$ cat config.mk
export PLATFORM = sky130hd
export DESIGN_NAME = lfu_cache_table
export DESIGN_NICKNAME = d
export VERILOG_FILES = /design/src/rtl/lfu_pkg.sv /design/src/rtl/lfu_store.sv /design/src/rtl/lfu_scan.sv /design/src/rtl/lfu_cache_table.sv
export VERILOG_INCLUDE_DIRS = /design/src /design/src/rtl
export SDC_FILE = /design/constraint.sdc
export NUM_CORES = 2
export LEC_CHECK = 0
export BUFFER_PORTS_ARGS = -buffer_cell sky130_fd_sc_hd__buf_2
export CORE_UTILIZATION = 40
export DETAILED_ROUTE_END_ITERATION = 16
export SLEW_MARGIN = 20
export SYNTH_ARGS = -nofsm -noshare
export SYNTH_HDL_FRONTEND = slang
export SYNTH_SLANG_ARGS = --single-unit
$ cat constraint.sdc
create_clock -name clk -period 6.9 [get_ports clk]
set_input_delay 0 -clock clk [delete_from_list [all_inputs] [get_ports clk]]
set_output_delay 0 -clock clk [all_outputs]
set_load 0.01 [all_outputs]
$ cat src/rtl/assert_macros.svh
// Assertion macros used by the LFU cache table
`ifndef ASSERT_MACROS_SVH
`define ASSERT_MACROS_SVH
`ifndef SYNTHESIS
`define ASSERT_IMPLIES(lbl, clk, rst_n, ante, cons) \
    lbl: assert property (@(posedge clk) disable iff (!rst_n) (ante) |-> (cons)) \
        else $error("assertion failed");
`define ASSERT_NEXT(lbl, clk, rst_n, ante, cons) \
    lbl: assert property (@(posedge clk) disable iff (!rst_n) (ante) |=> (cons)) \
        else $error("assertion failed");
`else
`define ASSERT_IMPLIES(lbl, clk, rst_n, ante, cons)
`define ASSERT_NEXT(lbl, clk, rst_n, ante, cons)
`endif
`endif

$ cat src/rtl/lfu_pkg.sv
// Types and codes of the LFU cache table
package lfu_pkg;

    localparam logic ACT_GET = 1'b0;
    localparam logic ACT_SET = 1'b1;

    localparam logic [1:0] OP_NONE      = 2'd0;
    localparam logic [1:0] OP_HIT       = 2'd1;
    localparam logic [1:0] OP_INS_FREE  = 2'd2;
    localparam logic [1:0] OP_INS_EVICT = 2'd3;

    typedef struct packed {
        logic               action;
        logic signed [31:0] lookup_key;
        logic signed [31:0] store_value;
    } req_t;

    typedef struct packed {
        logic               hit;
        logic signed [31:0] read_value;
    } rsp_t;

    typedef struct packed {
        logic [31:0] key;
        logic [31:0] value;
        logic [31:0] count;
    } rec_t;

    typedef struct packed {
        logic match_found;
        logic vic_found;
        logic free_found;
    } scan_flags_t;

endpackage

$ cat src/rtl/lfu_store.sv
// Slot memory: records, recency ranks and valid bits, registered read
module lfu_store #(
    parameter int CAPACITY = 16,
    parameter int IW = 4,
    parameter int RW = 4
) (
    input  logic           clk,
    input  logic           rst_n,
    input  logic           rd_en,
    input  logic [IW-1:0]  rd_idx,
    output lfu_pkg::rec_t  rd_rec,
    output logic [RW-1:0]  rd_rank,
    output logic           rd_valid,
    input  logic           wr_en,
    input  logic [IW-1:0]  wr_idx,
    input  lfu_pkg::rec_t  wr_rec,
    input  logic [RW-1:0]  wr_rank,
    input  logic           wr_set_valid
);
    import lfu_pkg::*;

    rec_t          rec_mem [CAPACITY];
    logic [RW-1:0] rank_mem [CAPACITY];
    logic [CAPACITY-1:0] valid_reg;
    rec_t          rd_rec_reg;
    logic [RW-1:0] rd_rank_reg;
    logic          rd_valid_reg;

    always_ff @(posedge clk)
    begin
        if (wr_en)
        begin
            rec_mem[wr_idx]  <= wr_rec;
            rank_mem[wr_idx] <= wr_rank;
        end
        if (rd_en)
        begin
            rd_rec_reg  <= rec_mem[rd_idx];
            rd_rank_reg <= rank_mem[rd_idx];
        end
    end

    always_ff @(posedge clk or negedge rst_n)
    begin
        if (!rst_n)
        begin
            valid_reg    <= '0;
            rd_valid_reg <= 1'b0;
        end
        else
        begin
            if (wr_en && wr_set_valid)
                valid_reg[wr_idx] <= 1'b1;
            if (rd_en)
                rd_valid_reg <= valid_reg[rd_idx];
        end
    end

    assign rd_rec   = rd_rec_reg;
    assign rd_rank  = rd_rank_reg;
    assign rd_valid = rd_valid_reg;

endmodule

$ cat src/rtl/lfu_scan.sv
// Per-slot compare unit: key match, eviction victim and first free slot
module lfu_scan #(
    parameter int IW = 4,
    parameter int RW = 4
) (
    input  logic                 clk,
    input  logic                 rst_n,
    input  logic                 clr,
    input  logic                 en,
    input  logic [IW-1:0]        slot_idx,
    input  logic                 slot_valid,
    input  lfu_pkg::rec_t        slot_rec,
    input  logic [RW-1:0]        slot_rank,
    input  logic [31:0]          key,
    output lfu_pkg::scan_flags_t flags,
    output logic [IW-1:0]        match_idx,
    output logic [31:0]          match_value,
    output logic [RW-1:0]        match_rank,
    output logic [IW-1:0]        vic_idx,
    output logic [RW-1:0]        vic_rank,
    output logic [IW-1:0]        free_idx
);
    import lfu_pkg::*;

    scan_flags_t   flags_reg;
    logic [IW-1:0] match_idx_reg;
    logic [31:0]   match_value_reg;
    logic [RW-1:0] match_rank_reg;
    logic [IW-1:0] vic_idx_reg;
    logic [31:0]   vic_count_reg;
    logic [RW-1:0] vic_rank_reg;
    logic [IW-1:0] free_idx_reg;
    logic          take_match;
    logic          take_vic;
    logic          take_free;

    always_comb
    begin
        take_match = en && slot_valid && !flags_reg.match_found && (slot_rec.key == key);
        take_vic   = en && slot_valid && (!flags_reg.vic_found ||
                     (slot_rec.count < vic_count_reg) ||
                     ((slot_rec.count == vic_count_reg) && (slot_rank > vic_rank_reg)));
        take_free  = en && !slot_valid && !flags_reg.free_found;
    end

    always_ff @(posedge clk or negedge rst_n)
    begin
        if (!rst_n)
            flags_reg <= '0;
        else if (clr)
            flags_reg <= '0;
        else
        begin
            if (take_match)
                flags_reg.match_found <= 1'b1;
            if (take_vic)
                flags_reg.vic_found <= 1'b1;
            if (take_free)
                flags_reg.free_found <= 1'b1;
        end
    end

    always_ff @(posedge clk)
    begin
        if (take_match)
        begin
            match_idx_reg   <= slot_idx;
            match_value_reg <= slot_rec.value;
            match_rank_reg  <= slot_rank;
        end
        if (take_vic)
        begin
            vic_idx_reg   <= slot_idx;
            vic_count_reg <= slot_rec.count;
            vic_rank_reg  <= slot_rank;
        end
        if (take_free)
            free_idx_reg <= slot_idx;
    end

    assign flags       = flags_reg;
    assign match_idx   = match_idx_reg;
    assign match_value = match_value_reg;
    assign match_rank  = match_rank_reg;
    assign vic_idx     = vic_idx_reg;
    assign vic_rank    = vic_rank_reg;
    assign free_idx    = free_idx_reg;

endmodule

$ cat src/rtl/lfu_cache_table.sv
// LFU cache table: top level with sequencer and slot update logic
//
//  channel  signals                      direction  accepted when
//  command  start, busy, cmd             in         start & !busy
//  result   res_valid, res               out        res_valid (one cycle)
//  config   cfg_valid, cfg_ready, cfg_data  in      cfg_valid & cfg_ready
//
// A get or set sweeps all CAPACITY slots through the compare unit, one slot a
// cycle from the slot memory's read port, then decides. A hit or insert makes a
// second sweep, one read-modify-write a cycle, to fix ranks and the target slot.
// busy: held through the scan, the decision and, for a hit or insert, the update sweep.
// A get result is registered from the decide state; it cannot be stalled.
// Reset clears all valid bits at once; no clearing pass.
`include "assert_macros.svh"

module lfu_cache_table #(
    parameter int CAPACITY = 16
) (
    input  logic          clk,
    input  logic          rst_n,
    input  logic          start,
    output logic          busy,
    input  lfu_pkg::req_t cmd,
    output logic          res_valid,
    output lfu_pkg::rsp_t res,
    input  logic          cfg_valid,
    output logic          cfg_ready,
    input  logic [4:0]    cfg_data
);
    import lfu_pkg::*;

    localparam int IW = (CAPACITY > 1) ? $clog2(CAPACITY) : 1;
    localparam int RW = IW;
    localparam int FW = $clog2(CAPACITY + 1);
    localparam int CW = (FW > 5) ? FW : 5;
    localparam logic [IW-1:0] LAST_IDX = IW'(CAPACITY - 1);
    localparam logic [CW-1:0] CAP_MAX  = CW'(CAPACITY);

    localparam logic [2:0] ST_IDLE     = 3'd0;
    localparam logic [2:0] ST_SCAN     = 3'd1;
    localparam logic [2:0] ST_SCAN_END = 3'd2;
    localparam logic [2:0] ST_DECIDE   = 3'd3;
    localparam logic [2:0] ST_UPD      = 3'd4;
    localparam logic [2:0] ST_UPD_END  = 3'd5;

    logic [2:0]    state_reg, state_next;
    logic [IW-1:0] idx_reg, idx_next;
    logic          lag_en_reg;
    logic [IW-1:0] lag_idx_reg;
    req_t          cmd_reg;
    logic [4:0]    capacity_reg;
    logic [FW-1:0] filled_reg;
    logic [1:0]    op_reg, op_next;
    logic [IW-1:0] target_reg, target_next;
    logic [RW-1:0] ref_rank_reg, ref_rank_next;
    logic          res_valid_reg;
    rsp_t          res_reg;

    logic          accept;
    logic          rd_en;
    rec_t          rd_rec;
    logic [RW-1:0] rd_rank;
    logic          rd_valid;
    logic          wr_en;
    rec_t          wr_rec;
    logic [RW-1:0] wr_rank;
    logic          wr_set_valid;
    logic          scan_en;
    logic          upd_phase;
    logic [CW-1:0] cap_eff;
    logic [CW-1:0] filled_wide;

    scan_flags_t   flags;
    logic [IW-1:0] match_idx;
    logic [31:0]   match_value;
    logic [RW-1:0] match_rank;
    logic [IW-1:0] vic_idx;
    logic [RW-1:0] vic_rank;
    logic [IW-1:0] free_idx;

    assign accept    = start && !busy;
    assign busy      = (state_reg != ST_IDLE);
    assign cfg_ready = 1'b1;
    assign scan_en   = lag_en_reg && ((state_reg == ST_SCAN) || (state_reg == ST_SCAN_END));
    assign upd_phase = lag_en_reg && ((state_reg == ST_UPD) || (state_reg == ST_UPD_END));

    lfu_store #(
        .CAPACITY (CAPACITY),
        .IW       (IW),
        .RW       (RW)
    ) u_store (
        .clk          (clk),
        .rst_n        (rst_n),
        .rd_en        (rd_en),
        .rd_idx       (idx_reg),
        .rd_rec       (rd_rec),
        .rd_rank      (rd_rank),
        .rd_valid     (rd_valid),
        .wr_en        (wr_en),
        .wr_idx       (lag_idx_reg),
        .wr_rec       (wr_rec),
        .wr_rank      (wr_rank),
        .wr_set_valid (wr_set_valid)
    );

    lfu_scan #(
        .IW (IW),
        .RW (RW)
    ) u_scan (
        .clk         (clk),
        .rst_n       (rst_n),
        .clr         (accept),
        .en          (scan_en),
        .slot_idx    (lag_idx_reg),
        .slot_valid  (rd_valid),
        .slot_rec    (rd_rec),
        .slot_rank   (rd_rank),
        .key         (cmd_reg.lookup_key),
        .flags       (flags),
        .match_idx   (match_idx),
        .match_value (match_value),
        .match_rank  (match_rank),
        .vic_idx     (vic_idx),
        .vic_rank    (vic_rank),
        .free_idx    (free_idx)
    );

    // sequencer
    always_comb
    begin
        state_next = state_reg;
        idx_next   = idx_reg;
        rd_en      = 1'b0;
        case (state_reg)
            ST_IDLE:
            begin
                if (start)
                begin
                    state_next = ST_SCAN;
                    idx_next   = '0;
                end
            end
            ST_SCAN:
            begin
                rd_en = 1'b1;
                if (idx_reg == LAST_IDX)
                    state_next = ST_SCAN_END;
                else
                    idx_next = idx_reg + 1'b1;
            end
            ST_SCAN_END:
                state_next = ST_DECIDE;
            ST_DECIDE:
            begin
                idx_next = '0;
                if (op_next == OP_NONE)
                    state_next = ST_IDLE;
                else
                    state_next = ST_UPD;
            end
            ST_UPD:
            begin
                rd_en = 1'b1;
                if (idx_reg == LAST_IDX)
                    state_next = ST_UPD_END;
                else
                    idx_next = idx_reg + 1'b1;
            end
            ST_UPD_END:
                state_next = ST_IDLE;
            default:
                state_next = ST_IDLE;
        endcase
    end

    // decision after the scan
    always_comb
    begin
        cap_eff     = (CW'(capacity_reg) > CAP_MAX) ? CAP_MAX : CW'(capacity_reg);
        filled_wide = CW'(filled_reg);
        op_next       = OP_NONE;
        target_next   = target_reg;
        ref_rank_next = ref_rank_reg;
        if (flags.match_found)
        begin
            op_next       = OP_HIT;
            target_next   = match_idx;
            ref_rank_next = match_rank;
        end
        else if ((cmd_reg.action == ACT_SET) && (cap_eff != '0))
        begin
            if (filled_wide >= cap_eff)
            begin
                if (flags.vic_found)
                begin
                    op_next       = OP_INS_EVICT;
                    target_next   = vic_idx;
                    ref_rank_next = vic_rank;
                end
            end
            else if (flags.free_found)
            begin
                op_next     = OP_INS_FREE;
                target_next = free_idx;
            end
        end
    end

    // read-modify-write of one slot during the update sweep
    always_comb
    begin
        wr_rec       = rd_rec;
        wr_rank      = rd_rank;
        wr_set_valid = 1'b0;
        wr_en        = upd_phase && ((lag_idx_reg == target_reg) || rd_valid);
        if (lag_idx_reg == target_reg)
        begin
            wr_rank      = '0;
            wr_set_valid = 1'b1;
            if (op_reg == OP_HIT)
            begin
                if (cmd_reg.action == ACT_SET)
                    wr_rec.value = cmd_reg.store_value;
                if (!(&rd_rec.count))
                    wr_rec.count = rd_rec.count + 32'd1;
            end
            else
            begin
                wr_rec.key   = cmd_reg.lookup_key;
                wr_rec.value = cmd_reg.store_value;
                wr_rec.count = 32'd1;
            end
        end
        else
        begin
            case (op_reg)
                OP_HIT:
                    if (rd_rank < ref_rank_reg)
                        wr_rank = rd_rank + 1'b1;
                OP_INS_EVICT:
                    if (!(rd_rank > ref_rank_reg))
                        wr_rank = rd_rank + 1'b1;
                OP_INS_FREE:
                    wr_rank = rd_rank + 1'b1;
                default:
                    wr_rank = rd_rank;
            endcase
        end
    end

    always_ff @(posedge clk or negedge rst_n)
    begin
        if (!rst_n)
        begin
            state_reg     <= ST_IDLE;
            idx_reg       <= '0;
            lag_en_reg    <= 1'b0;
            capacity_reg  <= 5'd16;
            filled_reg    <= '0;
            op_reg        <= OP_NONE;
            res_valid_reg <= 1'b0;
        end
        else
        begin
            state_reg     <= state_next;
            idx_reg       <= idx_next;
            lag_en_reg    <= rd_en;
            res_valid_reg <= (state_reg == ST_DECIDE) && (cmd_reg.action == ACT_GET);
            if (cfg_valid && cfg_ready)
                capacity_reg <= cfg_data;
            if (state_reg == ST_DECIDE)
            begin
                op_reg <= op_next;
                if (op_next == OP_INS_FREE)
                    filled_reg <= filled_reg + 1'b1;
            end
        end
    end

    always_ff @(posedge clk)
    begin
        lag_idx_reg <= idx_reg;
        if (accept)
            cmd_reg <= cmd;
        if (state_reg == ST_DECIDE)
        begin
            target_reg   <= target_next;
            ref_rank_reg <= ref_rank_next;
            res_reg.hit  <= flags.match_found;
            res_reg.read_value <= flags.match_found ? match_value : 32'hFFFF_FFFF;
        end
    end

    assign res_valid = res_valid_reg;
    assign res       = res_reg;

    `ASSERT_NEXT(a_one_result, clk, rst_n, res_valid, !res_valid)
    `ASSERT_NEXT(a_busy_after_accept, clk, rst_n, accept, busy)
    `ASSERT_NEXT(a_result_after_decide, clk, rst_n, (state_reg == ST_DECIDE) && (cmd_reg.action == ACT_GET), res_valid)
    `ASSERT_IMPLIES(a_fill_bound, clk, rst_n, 1'b1, CW'(filled_reg) <= CAP_MAX)

endmodule
### Yosys cells after proc, flatten, opt, wreduce, memory -nomap -nowiden

Memory sizes are Yosys's and may differ from the RTL's. A register that Yosys moved wholly into a read port is not among the register bits.
Index checks and enable logic that the tools add are counted.

* input port bits: 74
* output and inout bits: 36
* register bits after elaboration: 235
* RAM bits: 1600
* memories kept: 2

Memory list
* u_store.rec_mem: words 16, width 96, read ports 1, clocked after memory_dff 1, write ports 1, line lfu_store.sv:22 `rec_t rec_mem [CAPACITY];`
* u_store.rank_mem: words 16, width 4, read ports 1, clocked after memory_dff 1, write ports 1, line lfu_store.sv:23 `logic [RW-1:0] rank_mem [CAPACITY];`

* reductions and logical operators: 44
* add/sub/neg operators: 4
* equality and inequality tests: 18
* bitwise operators: 2
* multiplexer cells: 44
* magnitude comparators: 9

Operator list (number)
* 2-to-1 mux 32 bit: 3
* 2-to-1 mux 96 bit: 1
* == test 32 bit: 2
* 2-to-1 mux 64 bit: 1
* 2-to-1 mux 4 bit: 14
* adder 32 x 1 -> 32 bit (second input constant): 1
* less-than comparator 32 bit: 1
* AND reduction 32 bit: 1
* case mux 4 bit (3 select lines): 2
* bitwise OR 16 bit: 1
* logical AND 1 bit: 15
* 2-to-1 mux 3 bit: 5
* case mux 3 bit (5 select lines): 1
* nonzero test 2 bit: 6
* less-than comparator 4 x 5 -> 1 bit (second input constant): 2
* 2-to-1 mux 2 bit: 5
* 2-to-1 mux 1 bit: 9
* nonzero test 3 bit: 3
* adder 4 x 1 -> 4 bit (second input constant): 2
* > comparator 4 bit: 2
* AND reduction 4 bit: 2
* == test 2 bit (second input constant): 3
* == test 3 x 2 -> 1 bit (second input constant): 2
* == test 3 bit (second input constant): 2
* other kinds (24): 35

### Logic depth before layout (Yosys ltp)

* depth after elaboration: 9
* gate-level depth with buffers: 8

### Modules after synthesis

Synthesis repeated with hierarchy kept, for this count alone.

* cells, all modules: 3297
* area total of the unflattened synthesis: 74737.9 um^2

Modules (own cells, without submodules)
* lfu_store: times used 1, area each 63900.0 um^2, cells each 2390
* lfu_cache_table: times used 1, area each 6924.1 um^2, cells each 639
* lfu_scan: times used 1, area each 3913.8 um^2, cells each 268

### Least setup slack after synthesis

No wires, ideal clock.

* path kind: register -> register
* start: reg lag_idx_reg[1]
* end: mem u_store.rank_mem[15][0], enable pin
* path buffers: 1
* data arrival time: 5518 ps
* required time: 6340 ps
* clock period less this slack: 6078 ps
* path slack: 822 ps
* stages on the path, launching flop included: 7
* cells stage by stage: dfxtp_1 > xnor2_1 > nand4_1 > buf_2 > nand2_1 > nand4_1 > nor2_1

* longest elaborated chain between the ends: 5

RTL lines
* start, declared: line lfu_cache_table.sv:49 `logic [IW-1:0] lag_idx_reg;`
* start signal, assigned: line lfu_cache_table.sv:282 `lag_idx_reg <= idx_reg;`
* == test 4 bit: line lfu_cache_table.sv:215 `wr_en = upd_phase && ((lag_idx_reg == target_reg) || rd_valid);`
* logical OR 1 bit: line lfu_cache_table.sv:215
* logical AND 1 bit: line lfu_cache_table.sv:215
* 2-to-1 mux 1 bit: line lfu_store.sv:31 `if (wr_en)`
* 2-to-1 mux 1 bit (implied by the code): line lfu_store.sv:34 `rank_mem[wr_idx] <= wr_rank;`
* end, declared: line lfu_store.sv:23

Several ways; a longest one is shown, not always the timed one.

### Worst setup path in the final report

* start: reg lag_idx_reg[1]
* end: mem u_store.rec_mem[14][71] (netlist bit), enable pin

* longest elaborated chain between the ends: 5

RTL lines
* == test 4 bit: line lfu_cache_table.sv:215
* logical OR 1 bit: line lfu_cache_table.sv:215
* logical AND 1 bit: line lfu_cache_table.sv:215
* 2-to-1 mux 1 bit: line lfu_store.sv:31
* 2-to-1 mux 1 bit (implied by the code): line lfu_store.sv:33 `rec_mem[wr_idx] <= wr_rec;`
* end, declared: line lfu_store.sv:22

Several ways; a longest one is shown, not always the timed one.

==> flow_summary_export.csv <==
group,metric,value,unit
floorplanning,initial_core_util,40.5,%
finish,area_growth,14.8,%
worst_setup_path,slowest_delay,0.84,ns
global_routing,grt_pass1_vias,39200,
worst_setup_path,worst-path-max-fanout,46,
finish,largest_reg_flops,1536,
worst_setup_path,critPathSlowestCell,"buf_4",
synthesis,synth_edf_count,1890,
sta,final.min_clock_period,4.01,ns
floorplanning,ioPinCount,110,
synthesis,yosysTopAreaCell,"edfxtp_1",
clock_network,cts.sinks,1935,
floorplanning,die_h,436,um
finish,final_cell_mix,"edfxtp_1, mux2i_1, nand2_1",
synthesis,synth_top_area_share,75.3,%
clock_network,cts_buffers,191,
floorplanning,core,186000,um^2
placed_design,place_ws,2.98,ns
worst_setup_path,cp_top_family,"simple AND/OR/NAND/NOR gates",
sta,max_slew_margin,23.1,%
sta,setup_ws,2.89,ns
sta,maxSlewViolCount,0,
synthesis,syn_area_per_cell,18.7,um^2
clock_network,postCtsSetupBuffers,0,
power_and_ir_drop,ir_drop,0.319,mV
clock_network,clkLatencyLatePin,0.82,ns
sta,grt_setup_unrepaired,"false",
worst_setup_path,cp-end-kind,"register",
clock_network,clockBufferDepth,3,
synthesis,ys_ff_latch,1935,
detailed_routing,drc,0,
finish,fillCellCount,15700,
finish,drive_above_1_share,18.4,%
detailed_routing,dr.pass1.iters,5,
worst_setup_path,crit_path_cell_trace,"xnor2_1, nand4_1, nand2_1, nand3_1, nor2_4, buf_4",
sta,finalHoldViolations,0,
run_status,outcome,"finished, final reports clean",
floorplanning,row_count,158,
floorplanning,die-area,190000,um^2
global_routing,antenna_found_initial,4,
job,maxCapViolations,0,
sta,totalNegativeSetupSlack,0,ns
floorplanning,die_x,436,um
synthesis,yosys-top-cells-area,"edfxtp_1, mux4_2, mux2i_1, mux2_2, o21ai_0",
finish,post-route-util,46.5,%
power_and_ir_drop,powerDensity,408,nW/um^2
worst_setup_path,critical_path_required,7.32,ns
detailed_routing,ant_nets,0,
hold_path,min_path_type,"input pin to register",
sta,fin_crit_sh,58.0,%
synthesis,yosysWarnings,0,
sta,skew,0.0214,ns
global_routing,grt_pass1_wl,265000,um
synthesis,synth_cells,4027,
synthesis,seq_area_frac_synth,76.7,%
power_and_ir_drop,p_leak,0.0284,uW
synthesis,syn_nets,4150,
global_routing,grt_max_degree,145,
synthesis,async_flop_share,2.12,%
worst_setup_path,critPathLaunchType,"register",
sta,fin_hold_ws,0.161,ns
clock_network,cts_tree,"built",
clock_network,cts_root_buffer,"clkbuf_16",
global_routing,overflow,0,
worst_setup_path,cp.buffers_inverters,1,
placed_design,place_congestion,0.770,
clock_network,cts_max_level,4,
placed_design,port-buffer-count,108,
detailed_routing,wl,180000,um
global_routing,track_usage,18.8,%
detailed_routing,wl_per_cell,25.8,um
sta,tightest_slew,1.15,ns
finish,nets,4476,
placed_design,dp.final_hpwl,89800,um
finish,final_common_cell,"edfxtp_1",
synthesis,ys.flop_type,"edfxtp_1",
sta,max_freq,250,MHz
detailed_routing,drt_iter0_drc,3659,
worst_setup_path,critPathKind,"register to register",
detailed_routing,drt-vias-per-instance,5.54,
synthesis,synthDistinctLibCells,67,
detailed_routing,via_count,38700,
worst_setup_path,cp_data_arrival_time,4.43,ns
sta,finalSetupViolations,0,
synthesis,syn_area,75400,um^2
clock_network,clk_pin_slew,0.06,ns
[kinds of logic (layout without fill, tap and decap cells)]
family / Yosys count / count (layout) / synth area share, %
buffers and inverters: 259 / 741 / 1.47
adders and majority gates: 49 / 49 / 0.813
muxes: 652 / 652 / 12.3
DFF: 1935 / 1935 / 76.7
and+or+nand+nor: 458 / 458 / 2.82
xor gates and xnor gates: 68 / 68 / 0.790
AOI/OAI and AO/OA: 605 / 605 / 5.10
other: 1 / 2 / 0.00497
[cell usage after synthesis (all sizes together) (4+ instances only)]
library cell  instances
o21ai               231
o31ai                 6
ha                   49
nand3                21
nor2                 65
mux2                139
xor2                 21
edfxtp             1890
clkbuf              109
mux2i               310
dfxtp                 4
o21bai               12
nand2b               37
or3                   7
xnor2                47
dfrtp                40
nand3b                4
nor4                  9
mux4                203
buf                  90
nand4                33
nor3                  9
nor2b                 6
a21oi               130
nand2               249
inv                  60
and3                  6
a221oi              102
a22oi               101
[metrics by stage]
step	total power, uW	instances	cell area [um^2]
after global placement	25500	6487	79100
after global routing	36900	6989	86600
after detailed placement	25600	6488	79100
after CTS	35600	6988	86500
final	35300	6990	86600
after floorplan	22600	4027	75400
[power by group]
group	switching (uW)	internal [uW]
Combinational	5790	3160
Sequential	782	15700
Clock	4350	5550
[layout make-up]
class                   count  area, um^2  area share (%)
repair buffers            332        2830            3.27
diodes                      1        2.50         0.00289
clock buffers             256        5160            5.96
flip-flops and latches   1935       57900            66.9
clock inverters            93         746           0.861
inverters                  60         228           0.263
well taps                2480        3100            3.58
multi-input cells        1833       16600            19.2
[worst paths after layout]
| kind | from | end | slack, ns | cells after the start |
|---|---|---|---|---|
| hold / removal | start | state_reg[0] | 0.16 | 4 |
| max in group asynchronous | rst_n | idx_reg[1] | 6.36 | 4 |
| min in group asynchronous | rst_n | capacity_reg[4] | 0.28 | 3 |
| setup reg to reg | lag_idx_reg[1] | u_store.rec_mem[14][71] | 2.89 | 6 |
| hold reg to reg | u_store.rd_rec[51] | u_scan.match_value[19] | 0.44 | 0 |
| setup / recovery | lag_idx_reg[1] | u_store.rec_mem[14][71] | 2.89 | 6 |
[worst register-to-register path, delay by kind of cell, from the launching register on]
family	cells	cell delay (ns)
buffers and inverters	1	0.84
DFF	1	0.49
xor gates and xnor gates	1	0.19
and+or+nand+nor	4	2.00
[per-layer routing]
metal	GRT usage (%)	routed length, um	vias up	share of wire, %
met2	30.9	87900	1265	49
met1	26.2	77900	20300	43
li1	-	-	16900	-
met5	0	13	-	0.0072
met4	4.93	3840	2	2.1
met3	2.97	10800	255	6.0
[what timing repair did]
item | in CTS | in global routing
gates resized for setup | 0 | 0
hold buffers | 151 | 0
endpoints found under the hold margin | 139 | 0
No activity file was read; power rests on OpenSTA's default activity.
